### src/rtl/core/kvt_pkg.sv
// Shared types and codes for the key-value array table.
`default_nettype none

package kvt_pkg;

  // Operation codes carried in the kind field
  typedef enum logic [1:0] {
    KIND_READ  = 2'd0,
    KIND_WRITE = 2'd1,
    KIND_ERASE = 2'd2,
    KIND_CLEAR = 2'd3
  } kvt_kind_e;

  // Result status codes
  typedef enum logic [1:0] {
    STATUS_OK     = 2'd0,
    STATUS_ABSENT = 2'd1,
    STATUS_FULL   = 2'd2
  } kvt_status_e;

  // Request transaction payload
  typedef struct packed {
    logic [1:0]  kind;
    logic [31:0] key;
    logic [31:0] value;
  } kvt_in_t;

  // Response transaction payload
  typedef struct packed {
    logic [31:0] read_value;
    logic        found;
    logic [1:0]  status;
    logic [4:0]  entry_count;
  } kvt_out_t;

  // Broadcast control from the sequencer to every cell
  typedef struct packed {
    logic lookup;     // compare the broadcast key and latch the hit flag
    logic write_hit;  // overwrite the value of the hit cell
    logic append;     // load the new entry into the cell at the fill position
    logic erase;      // take the neighbor's entry from the hit position upward
  } kvt_cell_ctrl_t;

endpackage

`default_nettype wire

### src/rtl/core/key_value_array_table_unit.sv
// Top level of the key-value array table: sequencer, cell chain and response register.
`default_nettype none

// Key-value table of up to CAPACITY distinct keys, kept packed in insertion
// order in a row of cells. Each transaction has an accept cycle and an apply
// cycle: in the accept cycle every cell compares its key with the request key at
// once and latches a hit flag; in the apply cycle that follows, the hit is
// resolved, the entry is updated, appended or erased, or the table cleared (cells
// at and above the hit position take their upper neighbor's entry together) and
// the response is registered. The next request is accepted in the cycle after
// the apply cycle, so a new request is not taken while one is in progress. The
// apply cycle waits while an earlier response is still held and not taken. Reads
// and writes return the value held before the operation; a write of a new key
// into a full table returns the full status, an erase of an absent key the
// absent status. entry_count gives the low five bits of the fill count.
module key_value_array_table_unit #(
  parameter int unsigned CAPACITY   = 16,
  parameter int unsigned KEY_BITS   = 32,
  parameter int unsigned VALUE_BITS = 32
) (
  input  wire                  clk_i,
  input  wire                  rst_ni,
  input  wire                  in_valid_i,
  output logic                 in_ready_o,
  input  wire kvt_pkg::kvt_in_t in_i,
  output logic                 out_valid_o,
  input  wire                  out_ready_i,
  output kvt_pkg::kvt_out_t    out_o
);

  localparam int unsigned CNT_BITS = $clog2(CAPACITY + 1);
  localparam int unsigned IDX_BITS = (CAPACITY > 1) ? $clog2(CAPACITY) : 1;
  localparam logic [CNT_BITS-1:0] CapCnt = CNT_BITS'(CAPACITY);

  typedef enum logic [1:0] {
    ST_IDLE  = 2'b01,
    ST_APPLY = 2'b10
  } kvt_state_e;

  kvt_state_e state_q, state_d;

  logic [CNT_BITS-1:0]   count_q, count_d;
  logic [1:0]            kind_q;
  logic [KEY_BITS-1:0]   key_q;
  logic [VALUE_BITS-1:0] value_q;

  logic [KEY_BITS-1:0]   in_key;
  logic [VALUE_BITS-1:0] in_value;
  logic [KEY_BITS-1:0]   bus_key;
  logic [VALUE_BITS-1:0] bus_value;

  logic                  accept;
  logic                  advance;
  kvt_pkg::kvt_cell_ctrl_t cell_ctrl;

  logic [KEY_BITS-1:0]   cell_key   [CAPACITY];
  logic [VALUE_BITS-1:0] cell_value [CAPACITY];
  logic [CAPACITY-1:0]   hit_vec;

  logic                  found;
  logic [IDX_BITS-1:0]   hit_idx;
  logic [VALUE_BITS-1:0] hit_value;

  logic [VALUE_BITS-1:0] rsp_value;
  kvt_pkg::kvt_status_e  rsp_status;
  logic [31:0]           rsp_value_32;
  logic [4:0]            rsp_count_5;

  kvt_pkg::kvt_out_t     out_q, out_d;
  logic                  out_valid_q, out_valid_d;

  // Resize request fields to the stored widths, and the response value and count to the response widths
  if (KEY_BITS <= 32) begin : g_key_trunc
    assign in_key = in_i.key[KEY_BITS-1:0];
  end else begin : g_key_ext
    assign in_key = {{(KEY_BITS-32){1'b0}}, in_i.key};
  end

  if (VALUE_BITS <= 32) begin : g_val_trunc
    assign in_value     = in_i.value[VALUE_BITS-1:0];
    assign rsp_value_32 = 32'(rsp_value);
  end else begin : g_val_ext
    assign in_value     = {{(VALUE_BITS-32){1'b0}}, in_i.value};
    assign rsp_value_32 = rsp_value[31:0];
  end

  if (CNT_BITS >= 5) begin : g_cnt_trunc
    assign rsp_count_5 = count_d[4:0];
  end else begin : g_cnt_ext
    assign rsp_count_5 = {{(5-CNT_BITS){1'b0}}, count_d};
  end

  // Handshakes
  assign in_ready_o = (state_q == ST_IDLE);
  assign accept     = in_valid_i && in_ready_o;
  assign advance    = (state_q == ST_APPLY) && (!out_valid_q || out_ready_i);

  // Key bus carries the request key while comparing, the held key while applying
  assign bus_key   = (state_q == ST_IDLE) ? in_key : key_q;
  assign bus_value = value_q;

  // Hold the accepted request
  always_ff @(posedge clk_i) begin
    if (accept) begin
      kind_q  <= in_i.kind;
      key_q   <= in_key;
      value_q <= in_value;
    end
  end

  // Resolve the one-hot hit vector
  always_comb begin
    found     = |hit_vec;
    hit_idx   = '0;
    hit_value = '0;
    for (int i = 0; i < CAPACITY; i++) begin
      hit_idx   = hit_idx | ({IDX_BITS{hit_vec[i]}} & IDX_BITS'(i));
      hit_value = hit_value | ({VALUE_BITS{hit_vec[i]}} & cell_value[i]);
    end
  end

  // Decode the operation in the apply cycle
  always_comb begin
    cell_ctrl        = '0;
    cell_ctrl.lookup = accept;
    count_d          = count_q;
    rsp_value        = '0;
    rsp_status       = kvt_pkg::STATUS_OK;
    case (kvt_pkg::kvt_kind_e'(kind_q))
      kvt_pkg::KIND_READ: begin
        if (found) rsp_value = hit_value;
      end
      kvt_pkg::KIND_WRITE: begin
        if (found) begin
          rsp_value           = hit_value;
          cell_ctrl.write_hit = advance;
        end else if (count_q < CapCnt) begin
          cell_ctrl.append = advance;
          count_d          = count_q + 1'b1;
        end else begin
          rsp_status = kvt_pkg::STATUS_FULL;
        end
      end
      kvt_pkg::KIND_ERASE: begin
        if (found) begin
          cell_ctrl.erase = advance;
          count_d         = count_q - 1'b1;
        end else begin
          rsp_status = kvt_pkg::STATUS_ABSENT;
        end
      end
      kvt_pkg::KIND_CLEAR: begin
        count_d = '0;
      end
      default: begin
        count_d = count_q;
      end
    endcase
  end

  // Build the response
  always_comb begin
    out_d             = out_q;
    out_valid_d       = out_valid_q && !out_ready_i;
    if (advance) begin
      out_d.read_value  = rsp_value_32;
      out_d.found       = found && (kind_q != kvt_pkg::KIND_CLEAR);
      out_d.status      = rsp_status;
      out_d.entry_count = rsp_count_5;
      out_valid_d       = 1'b1;
    end
  end

  // Advance the sequencer
  always_comb begin
    state_d = state_q;
    case (state_q)
      ST_IDLE:  if (accept)  state_d = ST_APPLY;
      ST_APPLY: if (advance) state_d = ST_IDLE;
      default:  state_d = ST_IDLE;
    endcase
  end

  // Control registers
  always_ff @(posedge clk_i or negedge rst_ni) begin
    if (!rst_ni) begin
      state_q     <= ST_IDLE;
      count_q     <= '0;
      out_valid_q <= 1'b0;
    end else begin
      state_q     <= state_d;
      out_valid_q <= out_valid_d;
      if (advance) count_q <= count_d;
    end
  end

  // Response payload register
  always_ff @(posedge clk_i) begin
    out_q <= out_d;
  end

  assign out_valid_o = out_valid_q;
  assign out_o       = out_q;

  // Chain of cells; the top cell holds its own entry on a shift
  for (genvar g = 0; g < CAPACITY; g++) begin : g_cell
    logic [KEY_BITS-1:0]   nxt_key;
    logic [VALUE_BITS-1:0] nxt_value;

    if (g == CAPACITY - 1) begin : g_top
      assign nxt_key   = cell_key[g];
      assign nxt_value = cell_value[g];
    end else begin : g_mid
      assign nxt_key   = cell_key[g+1];
      assign nxt_value = cell_value[g+1];
    end

    kvt_cell #(
      .KEY_BITS   (KEY_BITS),
      .VALUE_BITS (VALUE_BITS),
      .CNT_BITS   (CNT_BITS),
      .IDX_BITS   (IDX_BITS),
      .INDEX      (g)
    ) u_cell (
      .clk_i        (clk_i),
      .rst_ni       (rst_ni),
      .ctrl_i       (cell_ctrl),
      .key_i        (bus_key),
      .value_i      (bus_value),
      .count_i      (count_q),
      .hit_idx_i    (hit_idx),
      .next_key_i   (nxt_key),
      .next_value_i (nxt_value),
      .key_o        (cell_key[g]),
      .value_o      (cell_value[g]),
      .hit_o        (hit_vec[g])
    );
  end

`ifndef SYNTH
  // Fill count never passes the capacity
  a_count_bound: assert property (@(posedge clk_i) disable iff (!rst_ni)
    count_q <= CapCnt)
    else $error("fill count above capacity");

  // Keys are distinct, so at most one cell hits
  a_single_hit: assert property (@(posedge clk_i) disable iff (!rst_ni)
    (state_q == ST_APPLY) |-> $onehot0(hit_vec))
    else $error("more than one cell hit");

  // An accepted transaction moves straight to the apply cycle
  a_accept_apply: assert property (@(posedge clk_i) disable iff (!rst_ni)
    accept |=> (state_q == ST_APPLY))
    else $error("accept did not enter apply");

  // A full status is only reported when the table is full
  a_full_status: assert property (@(posedge clk_i) disable iff (!rst_ni)
    (out_valid_q && (out_q.status == kvt_pkg::STATUS_FULL)) |-> (count_q == CapCnt))
    else $error("full status with free entries");
`endif

endmodule

`default_nettype wire

### src/rtl/core/kvt_cell.sv
// One table cell: holds a key/value entry, compares, and shifts down on erase.
`default_nettype none

module kvt_cell #(
  parameter int unsigned KEY_BITS   = 32,
  parameter int unsigned VALUE_BITS = 32,
  parameter int unsigned CNT_BITS   = 5,
  parameter int unsigned IDX_BITS   = 4,
  parameter int unsigned INDEX      = 0
) (
  input  wire                         clk_i,
  input  wire                         rst_ni,
  input  wire kvt_pkg::kvt_cell_ctrl_t ctrl_i,
  input  wire  [KEY_BITS-1:0]         key_i,
  input  wire  [VALUE_BITS-1:0]       value_i,
  input  wire  [CNT_BITS-1:0]         count_i,
  input  wire  [IDX_BITS-1:0]         hit_idx_i,
  input  wire  [KEY_BITS-1:0]         next_key_i,
  input  wire  [VALUE_BITS-1:0]       next_value_i,
  output logic [KEY_BITS-1:0]         key_o,
  output logic [VALUE_BITS-1:0]       value_o,
  output logic                        hit_o
);

  localparam logic [CNT_BITS-1:0] MyCnt = CNT_BITS'(INDEX);
  localparam logic [IDX_BITS-1:0] MyIdx = IDX_BITS'(INDEX);

  logic [KEY_BITS-1:0]   key_q;
  logic [VALUE_BITS-1:0] value_q;
  logic                  hit_q;
  logic                  hit_d;
  logic                  cell_valid;

  // Entry is live while it sits below the fill count
  assign cell_valid = (count_i > MyCnt);
  assign hit_d      = ctrl_i.lookup ? (cell_valid && (key_q == key_i)) : hit_q;

  // Latch the compare result of the accepted transaction
  always_ff @(posedge clk_i or negedge rst_ni) begin
    if (!rst_ni) begin
      hit_q <= 1'b0;
    end else begin
      hit_q <= hit_d;
    end
  end

  // Update the entry: overwrite, append, or take the neighbor's entry
  always_ff @(posedge clk_i) begin
    if (ctrl_i.write_hit && hit_q) begin
      value_q <= value_i;
    end else if (ctrl_i.append && (count_i == MyCnt)) begin
      key_q   <= key_i;
      value_q <= value_i;
    end else if (ctrl_i.erase && (MyIdx >= hit_idx_i)) begin
      key_q   <= next_key_i;
      value_q <= next_value_i;
    end
  end

  assign key_o   = key_q;
  assign value_o = value_q;
  assign hit_o   = hit_q;

endmodule

`default_nettype wire

### config.mk
export PLATFORM = sky130hd
export DESIGN_NAME = key_value_array_table_unit
export DESIGN_NICKNAME = d
export VERILOG_FILES = /design/src/rtl/core/kvt_pkg.sv /design/src/rtl/core/key_value_array_table_unit.sv /design/src/rtl/core/kvt_cell.sv
export SDC_FILE = /design/constraint.sdc
export NUM_CORES = 2
export LEC_CHECK = 0
export BUFFER_PORTS_ARGS = -buffer_cell sky130_fd_sc_hd__buf_2
export CAP_MARGIN = 10
export CORE_UTILIZATION = 35
export CTS_CLUSTER_SIZE = 14
export DETAILED_ROUTE_END_ITERATION = 16
export GPL_TIMING_DRIVEN = 1
export PLACE_DENSITY = 0.57
export SKIP_LAST_GASP = 1
export SLEW_MARGIN = 25
export SYNTH_ARGS = -nofsm -noshare
export SYNTH_HDL_FRONTEND = slang
export SYNTH_SLANG_ARGS = --single-unit
### constraint.sdc
create_clock -name clk_i -period 6.59 [get_ports clk_i]
set_input_delay 0.659 -clock clk_i [delete_from_list [all_inputs] [get_ports clk_i]]
set_output_delay 0.659 -clock clk_i [all_outputs]
set_load 0.03 [all_outputs]
Yosys cells after proc, flatten, opt, wreduce, memory -nomap -nowiden
Cells that the tools add are included.
{"block": "totals", "regBits": 1154, "inputBits": 70, "word_cells": 410}
{"block": "classes", "add_sub_neg": 2, "order_cmp": 32, "eq_ne": 39, "mux": 95, "n_bitwise": 61, "n_reduce_logical": 123}
{"operator": "$mux W32", "n": 78}
{"operator": "$and A32 B32 Y32", "n": 16}
{"operator": "$eq A32 B32 Y1", "n": 16}
{"operator": "$or A32 B32 Y32", "n": 15}
{"operator": "$logic_and A1 B1 Y1", "n": 67}
{"operator": "$reduce_bool A3 Y1", "n": 15}
{"operator": "$eq A5 B4 Y1 const B", "n": 8}
{"operator": "$gt A5 B4 Y1 const B", "n": 8}
{"operator": "$reduce_and A2 Y1", "n": 18}
{"operator": "$reduce_bool A2 Y1", "n": 16}
{"operator": "$ge A4 B4 Y1 const A", "n": 7}
{"operator": "$or A4 B4 Y4", "n": 7}
{"operator": "$eq A5 B3 Y1 const B", "n": 4}
{"operator": "$gt A5 B3 Y1 const B", "n": 4}
{"operator": "$ge A3 B4 Y1 const A", "n": 4}
{"operator": "$not A1 Y1", "n": 16}
{"operator": "$reduce_or A16 Y1", "n": 1}
{"operator": "$mux W5", "n": 3}
{"operator": "$pmux W5 S3", "n": 1}
{"operator": "$eq A5 B2 Y1 const B", "n": 2}
{"operator": "$gt A5 B1 Y1 const B", "n": 2}
{"operator": "$gt A5 B2 Y1 const B", "n": 2}
{"operator": "$mux W2", "n": 5}
{"operator": "$or A3 B3 Y3", "n": 3}
{"operator": "21 further kinds", "n": 34}

Depth between registers and ports, before layout
{"block": "depth", "depth_word": 19, "ltp_mapped": 12}

By module
A second synthesis with hierarchy kept.
{"block": "hier_totals", "hier_cells": 3713, "hier_area_um2": 59077.9}
{"mod": "key_value_array_table_unit", "n_inst": 1, "cells_per_inst": 654, "area_each_um2": 7329.5, "seq_area_each_um2": 3384.5}
{"mod": "kvt_cell (g_cell[1].u_cell ...)", "n_inst": 2, "cells_per_inst": 190, "area_each_um2": 3295.7, "seq_area_each_um2": 1946.9}
{"mod": "kvt_cell (g_cell[10].u_cell)", "n_inst": 1, "cells_per_inst": 192, "area_each_um2": 3460.8, "seq_area_each_um2": 1946.9}
{"mod": "kvt_cell (g_cell[14].u_cell)", "n_inst": 1, "cells_per_inst": 190, "area_each_um2": 3314.4, "seq_area_each_um2": 1946.9}
{"mod": "kvt_cell (g_cell[12].u_cell)", "n_inst": 1, "cells_per_inst": 195, "area_each_um2": 3281.9, "seq_area_each_um2": 1946.9}
{"mod": "kvt_cell (g_cell[4].u_cell)", "n_inst": 1, "cells_per_inst": 193, "area_each_um2": 3281.9, "seq_area_each_um2": 1946.9}
{"mod": "kvt_cell (g_cell[8].u_cell)", "n_inst": 1, "cells_per_inst": 192, "area_each_um2": 3281.9, "seq_area_each_um2": 1946.9}
{"mod": "kvt_cell (g_cell[6].u_cell)", "n_inst": 1, "cells_per_inst": 193, "area_each_um2": 3275.6, "seq_area_each_um2": 1946.9}
{"mod": "kvt_cell (g_cell[0].u_cell)", "n_inst": 1, "cells_per_inst": 191, "area_each_um2": 3256.9, "seq_area_each_um2": 1946.9}
{"mod": "kvt_cell (g_cell[2].u_cell)", "n_inst": 1, "cells_per_inst": 194, "area_each_um2": 3170.5, "seq_area_each_um2": 1946.9}
{"mod": "kvt_cell (g_cell[5].u_cell)", "n_inst": 1, "cells_per_inst": 191, "area_each_um2": 3149.3, "seq_area_each_um2": 1946.9}
{"mod": "kvt_cell (g_cell[9].u_cell)", "n_inst": 1, "cells_per_inst": 190, "area_each_um2": 3148.0, "seq_area_each_um2": 1946.9}
{"mod": "kvt_cell (g_cell[11].u_cell)", "n_inst": 1, "cells_per_inst": 191, "area_each_um2": 3143.0, "seq_area_each_um2": 1946.9}
{"mod": "kvt_cell (g_cell[7].u_cell)", "n_inst": 1, "cells_per_inst": 190, "area_each_um2": 3138.0, "seq_area_each_um2": 1946.9}
{"mod": "+2 rows"}

Worst setup path after synthesis
No wires, ideal clock.
{"block": "synth_timing", "path_type": "input to register", "startpoint": "in out_ready_i", "endpoint": "reg g_cell[4].u_cell.key_q[0], enable pin", "t_arrival_ps": 5530, "required_time_ps": 6120, "slack_ps": 590, "stages": 7, "n_path_buf": 1, "path_cell_list": "nor2b_1 -> nor2_1 -> buf_1 -> nand3_1 -> nor3_1 -> o21ai_0 -> a21boi_0"}
{"block": "synth_via", "elab_chain_cells": 8, "elab_cells_between_ends": 13, "cone_classes": "mux (5); bitwise (1); reduce/logical (7)"}
{"item": "from (decl)", "line_no": "key_value_array_table_unit.sv:27", "source": "input wire out_ready_i,"}
{"item": "$logic_or A1 B1 Y1 *", "line_no": "key_value_array_table_unit.sv:96", "source": "assign advance = (state_q == ST_APPLY) && (!out_valid_q || out_ready_i);"}
{"item": "$logic_and A1 B1 Y1 *", "line_no": "key_value_array_table_unit.sv:96"}
{"item": "net advance", "line_no": "key_value_array_table_unit.sv:53", "source": "logic advance;"}
{"item": "$mux W1", "line_no": "key_value_array_table_unit.sv:137", "source": "end else if (count_q < CapCnt) begin"}
{"item": "$mux W1", "line_no": "key_value_array_table_unit.sv:134", "source": "if (found) begin"}
{"item": "$mux W2", "line_no": "key_value_array_table_unit.sv:129", "source": "case (kvt_pkg::kvt_kind_e'(kind_q))"}
{"item": "$logic_and A1 B1 Y1", "line_no": "kvt_cell.sv:51", "source": "end else if (ctrl_i.append && (count_i == MyCnt)) begin"}
{"item": "$reduce_bool A2 Y1 (no line)"}
{"item": "$reduce_and A2 Y1 (no line) *"}
{"item": "to (signal assigned)", "line_no": "kvt_cell.sv:52", "source": "key_q <= key_i;"}
{"item": "to (signal assigned)", "line_no": "kvt_cell.sv:55", "source": "key_q <= next_key_i;"}
{"item": "to (decl)", "line_no": "kvt_cell.sv:28", "source": "logic [KEY_BITS-1:0] key_q;"}
Mark *: on every way through the listed nets, which the timed path passes. The rest lies on a longest branch.
A chain may end at the register's enable or synchronous reset.

Worst setup path after layout
{"block": "layout_timing", "startpoint": "reg g_cell[5].u_cell.hit_q", "endpoint": "reg g_cell[9].u_cell.value_q[28], enable pin"}
{"block": "layout_via", "elab_chain_cells": 14, "elab_cells_between_ends": 21, "cone_classes": "order compare (1); mux (4); bitwise (11); reduce/logical (5)"}
{"item": "from (decl)", "line_no": "kvt_cell.sv:30", "source": "logic hit_q;"}
{"item": "from (signal assigned)", "line_no": "kvt_cell.sv:43", "source": "hit_q <= hit_d;"}
{"item": "$or A3 B3 Y3 (3 in series)", "line_no": "key_value_array_table_unit.sv:117", "source": "hit_idx = hit_idx | ({IDX_BITS{hit_vec[i]}} & IDX_BITS'(i));"}
{"item": "$or A3 B4 Y4", "line_no": "key_value_array_table_unit.sv:117"}
{"item": "$or A4 B4 Y4 (7 in series)", "line_no": "key_value_array_table_unit.sv:117"}
{"item": "$ge A4 B4 Y1", "line_no": "kvt_cell.sv:54", "source": "end else if (ctrl_i.erase && (MyIdx >= hit_idx_i)) begin"}
{"item": "$logic_and A1 B1 Y1", "line_no": "kvt_cell.sv:54"}
{"item": "$reduce_bool A3 Y1 (no line) *"}
{"item": "to (signal assigned)", "line_no": "kvt_cell.sv:50", "source": "value_q <= value_i;"}
{"item": "to (signal assigned)", "line_no": "kvt_cell.sv:53", "source": "value_q <= value_i;"}
{"item": "to (signal assigned)", "line_no": "kvt_cell.sv:56", "source": "value_q <= next_value_i;"}
{"item": "to (decl)", "line_no": "kvt_cell.sv:29", "source": "logic [VALUE_BITS-1:0] value_q;"}
Every way passes the cells marked *; elsewhere a longest branch is shown, timed or not.

==> impl_metrics.env <==
export IMPL_cts_max_path_buffers=3
export IMPL_vias=39500
export IMPL_post_route_period_util=0.742
export IMPL_ys_warn_count=0
export IMPL_dpl_hpwl_mm=129
export IMPL_avgSynthCellArea_um2=12.7
export IMPL_m1WireLength_mm=82.7
export IMPL_clock_sinks=1154
export IMPL_setup_viol=0
export IMPL_diodes=0
export IMPL_synth_async_reset_ratio=0.0208
export IMPL_dr_wl_met3_mm=20.3
export IMPL_min_to="bus_value[14]$_DFFE_PP_"
export IMPL_clock_latency_ns=0.77
export IMPL_seq_power_share=0.499
export IMPL_swShare=0.261
export IMPL_totalPowerFinal_w=0.0164
export IMPL_worst_slew_pin_slew_ns=1.06
export IMPL_routabilityCongestion=0.932
export IMPL_worstSetupPathType="register to register"
export IMPL_crit_chain="or4_1 -> or4_1 -> and3_2 -> a21boi_4 -> buf_4 -> nand2_2 -> buf_4"
export IMPL_drtIter0Drc=4990
export IMPL_tns_ns=0
export IMPL_highest_layer="met5"
export IMPL_hold_path_cell_count=1
export IMPL_status="finished clean"
export IMPL_maxSlewViolCount=0
export IMPL_fin_crit_ns=4.89
export IMPL_combinationalPowerShare=0.098
export IMPL_max_freq_mhz=205
export IMPL_fill_cells=15300
export IMPL_arrival_ns=5.36
export IMPL_grt_pass1_wl_mm=284
export IMPL_syn_area_um2=57000
export IMPL_hold_class="input port to register"
export IMPL_initial_utilization=0.354
export IMPL_dr_wl_met2_mm=90.9
export IMPL_grt_usage=0.240
export IMPL_num_rows=147
export IMPL_pin_count=112
export IMPL_synth_edf_count=1130
export IMPL_die_height_um=406
export IMPL_rrSetupSlack_ns=1.70
export IMPL_multi_input_area_um2=21000
export IMPL_synth_seq_cells=1154
export IMPL_routed_via_density=5.87
export IMPL_die_w_um=406
export IMPL_stdcell_area_um2=64200
export IMPL_path_clk_slew_ns=0.06
export IMPL_place_area_um2=60400
export IMPL_drtAntennaViolNets=0
export IMPL_synth_cell_types=70
export IMPL_ys_seq_area_frac=0.606
export IMPL_synth_ff_type="edfxtp_1"
export IMPL_fin_util=0.398
export IMPL_synth_area_leaders="edfxtp_1, mux2_1, o21ai_0"
export IMPL_die_area_um2=164000
export IMPL_area_growth_pct=12.6
export IMPL_gr_total_overflow=0
export IMPL_cp_max_fo=33
export IMPL_final_hold_viol_count=0
export IMPL_timing_rr_end="g_cell[9].u_cell.value_o[28]$_DFFE_PP_"
export IMPL_portBuffers=111
export IMPL_cts_tree="done"
export IMPL_cts_resized_gates=0
export IMPL_drive_gt1_frac=0.147
export IMPL_fin_nets=4541
export IMPL_relSlewSlack=0.294
export IMPL_core_um2=161000
export IMPL_drt_pass1_iter_count=9
export IMPL_hold_start="in_i[14]"
export IMPL_synthCells=4475
export IMPL_start_kind="register"
export IMPL_grt_pass1_vias=38000
export IMPL_regToRegStartpoint="g_cell[5].u_cell.hit_o$_DFFE_PN0P_"
export IMPL_peakVddDrop_mv=0.213
export IMPL_drcViolationCount=0
export IMPL_power_frac_clock=0.403
export IMPL_worstSetupEndpointType="register"
export IMPL_routed_wl_mm=201
export IMPL_wl_per_cell_um=29.9
export IMPL_r2r_cells=7
export IMPL_clock_skew_ns=0.0306
export IMPL_antenna_found_initial=5
export IMPL_leakage_nw=21.8
export IMPL_yosysTopAreaCell="edfxtp_1"
export IMPL_p_sw_w=0.00428
export IMPL_grt_start_max_net_pins=68
export IMPL_synth_top_area_share=0.595
export IMPL_p_int_w=0.0122
export IMPL_required_ns=7.06
export IMPL_htreeDepth=3
export IMPL_cpPeakStageDelay_ns=0.76
export IMPL_cap_violations=0
export IMPL_root_buffer="clkbuf_16"
export IMPL_powerDensity_nw_per_um2=256
export IMPL_cp_slowest_cell="or4_1"
export IMPL_cts_buffers=118
export IMPL_rsz0062_at_grt="false"
export IMPL_synth_nets=4554
export IMPL_regArea_um2=34600
how the worst max path moves through the flow:
stage,startpoint,to,depth (start not counted)
floorplan,out_ready_i,g_cell[4].u_cell.key_o[0]$_DFFE_PP_,7
global placement,out_ready_i,g_cell[9].u_cell.value_o[29]$_DFFE_PP_,9
detailed placement,out_ready_i,g_cell[9].u_cell.value_o[24]$_DFFE_PP_,9
CTS,g_cell[5].u_cell.hit_o$_DFFE_PN0P_,g_cell[9].u_cell.value_o[24]$_DFFE_PP_,7
global route,g_cell[5].u_cell.hit_o$_DFFE_PN0P_,g_cell[9].u_cell.value_o[28]$_DFFE_PP_,7
finish,g_cell[5].u_cell.hit_o$_DFFE_PN0P_,g_cell[9].u_cell.value_o[28]$_DFFE_PP_,7
metrics by stage:
| step | hold slack, ns | setup WS, ns | cells |
|---|---|---|---|
| floorplan | 0.363 | 0.590 | 4475 |
| finish | 0.0604 | 1.70 | 6720 |
| global placement | 0.521 | 1.85 | 6491 |
| detailed placement | 0.534 | 1.69 | 6501 |
| global route | 0.0248 | 1.67 | 6720 |
| CTS | 0.0143 | 1.78 | 6720 |
cells in the final DEF, fill, tap and decap left out, types with 22 or more instances in the layout:
cell type | Yosys | routed
buf_4 | 7 | 123
a22oi_1 | 74 | 69
buf_2 | 33 | 111
edfxtp_1 | 1130 | 1130
nor4_1 | 68 | 68
nand4_1 | 71 | 71
and3_1 | 40 | 38
mux2_2 | 137 | 137
clkbuf_16 | 0 | 119
nor2_1 | 29 | 28
o21ai_0 | 502 | 501
a22o_1 | 97 | 97
mux2_1 | 344 | 344
xor2_1 | 238 | 238
clkinv_2 | 0 | 22
nand2_1 | 537 | 526
clkinv_1 | 0 | 37
a21oi_1 | 33 | 30
a31oi_1 | 35 | 35
xnor2_1 | 240 | 240
inv_1 | 96 | 95
mux2i_4 | 0 | 32
a221oi_1 | 110 | 110
metal layers:
layer	vias up	global-route usage
li1	16800	-
met1	20000	0.333
met2	2244	0.373
met3	405	0.0501
met4	2	0.0806
met5	-	0
power groups by stage:
stage | combinational, W | clock [W] | sequential (W)
5_1_grt | 0.00167 | 0.00696 | 0.00821
3_5_place_dp | 0.00158 | 0 | 0.00835
3_3_place_gp | 0.00157 | 0 | 0.00835
4_1_cts | 0.00158 | 0.00669 | 0.00820
6_report | 0.00161 | 0.00662 | 0.00820
2_1_floorplan | 0.000903 | 0 | 0.00826
kinds of logic after synthesis:
family / after synthesis / synth area share
adder cells (fa/ha/maj): 9 / 0.00198
multiplexers: 513 / 0.101
buffers and inverters: 479 / 0.0373
AO/OA/AOI/OAI: 981 / 0.111
AND/OR/NAND/NOR: 861 / 0.0693
flip-flops: 1154 / 0.606
XOR/XNOR: 478 / 0.0735
final cells by class:
| class | instances | area share |
|---|---|---|
| inverter | 97 | 0.00575 |
| sequential | 1154 | 0.539 |
| multi-input combinational | 2842 | 0.328 |
| timing repair buffer | 249 | 0.0286 |
| clock buffer | 140 | 0.0476 |
| tap | 2160 | 0.0421 |
| clock inverter | 78 | 0.00981 |
what timing repair did:
item,CTS,global route
setup buffers,0,0
endpoints found under the hold margin,23,0
hold buffers,1,0
state kept, by name (all words and copies together) (netlist names):
signal and cells:
g_cell.u_cell.key_o 512, g_cell.u_cell.hit_o 16, out_valid_o 1, bus_value 32, out_o 40, g_cell.u_cell.value_o 512, count_q 5, kind_q 2
key_q 32, state_q 2
synth_stat cells, drive strengths merged (3+ instances only):
library cell	n
a32o	5
a21oi	34
and3	40
clkbuf	283
o31ai	6
dfrtp	23
or4	13
a211oi	3
nand4	71
a21boi	15
and2	4
nor2b	11
inv	97
a31o	3
edfxtp	1130
nand2b	18
o2bb2ai	8
buf	99
a221oi	110
a31oi	35
nand3	31
nor2	29
or2	7
nor3	16
xor2	238
o211ai	7
nor4	69
mux2i	32
mux2	481
o22ai	19
o221ai	9
a22oi	74
a2111oi	11
a222oi	7
o21ai	519
ha	9
nand2	546
a22o	97
xnor2	240
critical path: cells and delay by family (launching register included):
family	cells	cell delay [ns]
compound gates	1	0.25
simple gates	4	2.78
flops	1	0.40
buf+inv	2	1.13
(Power assumes the default switching activity.)
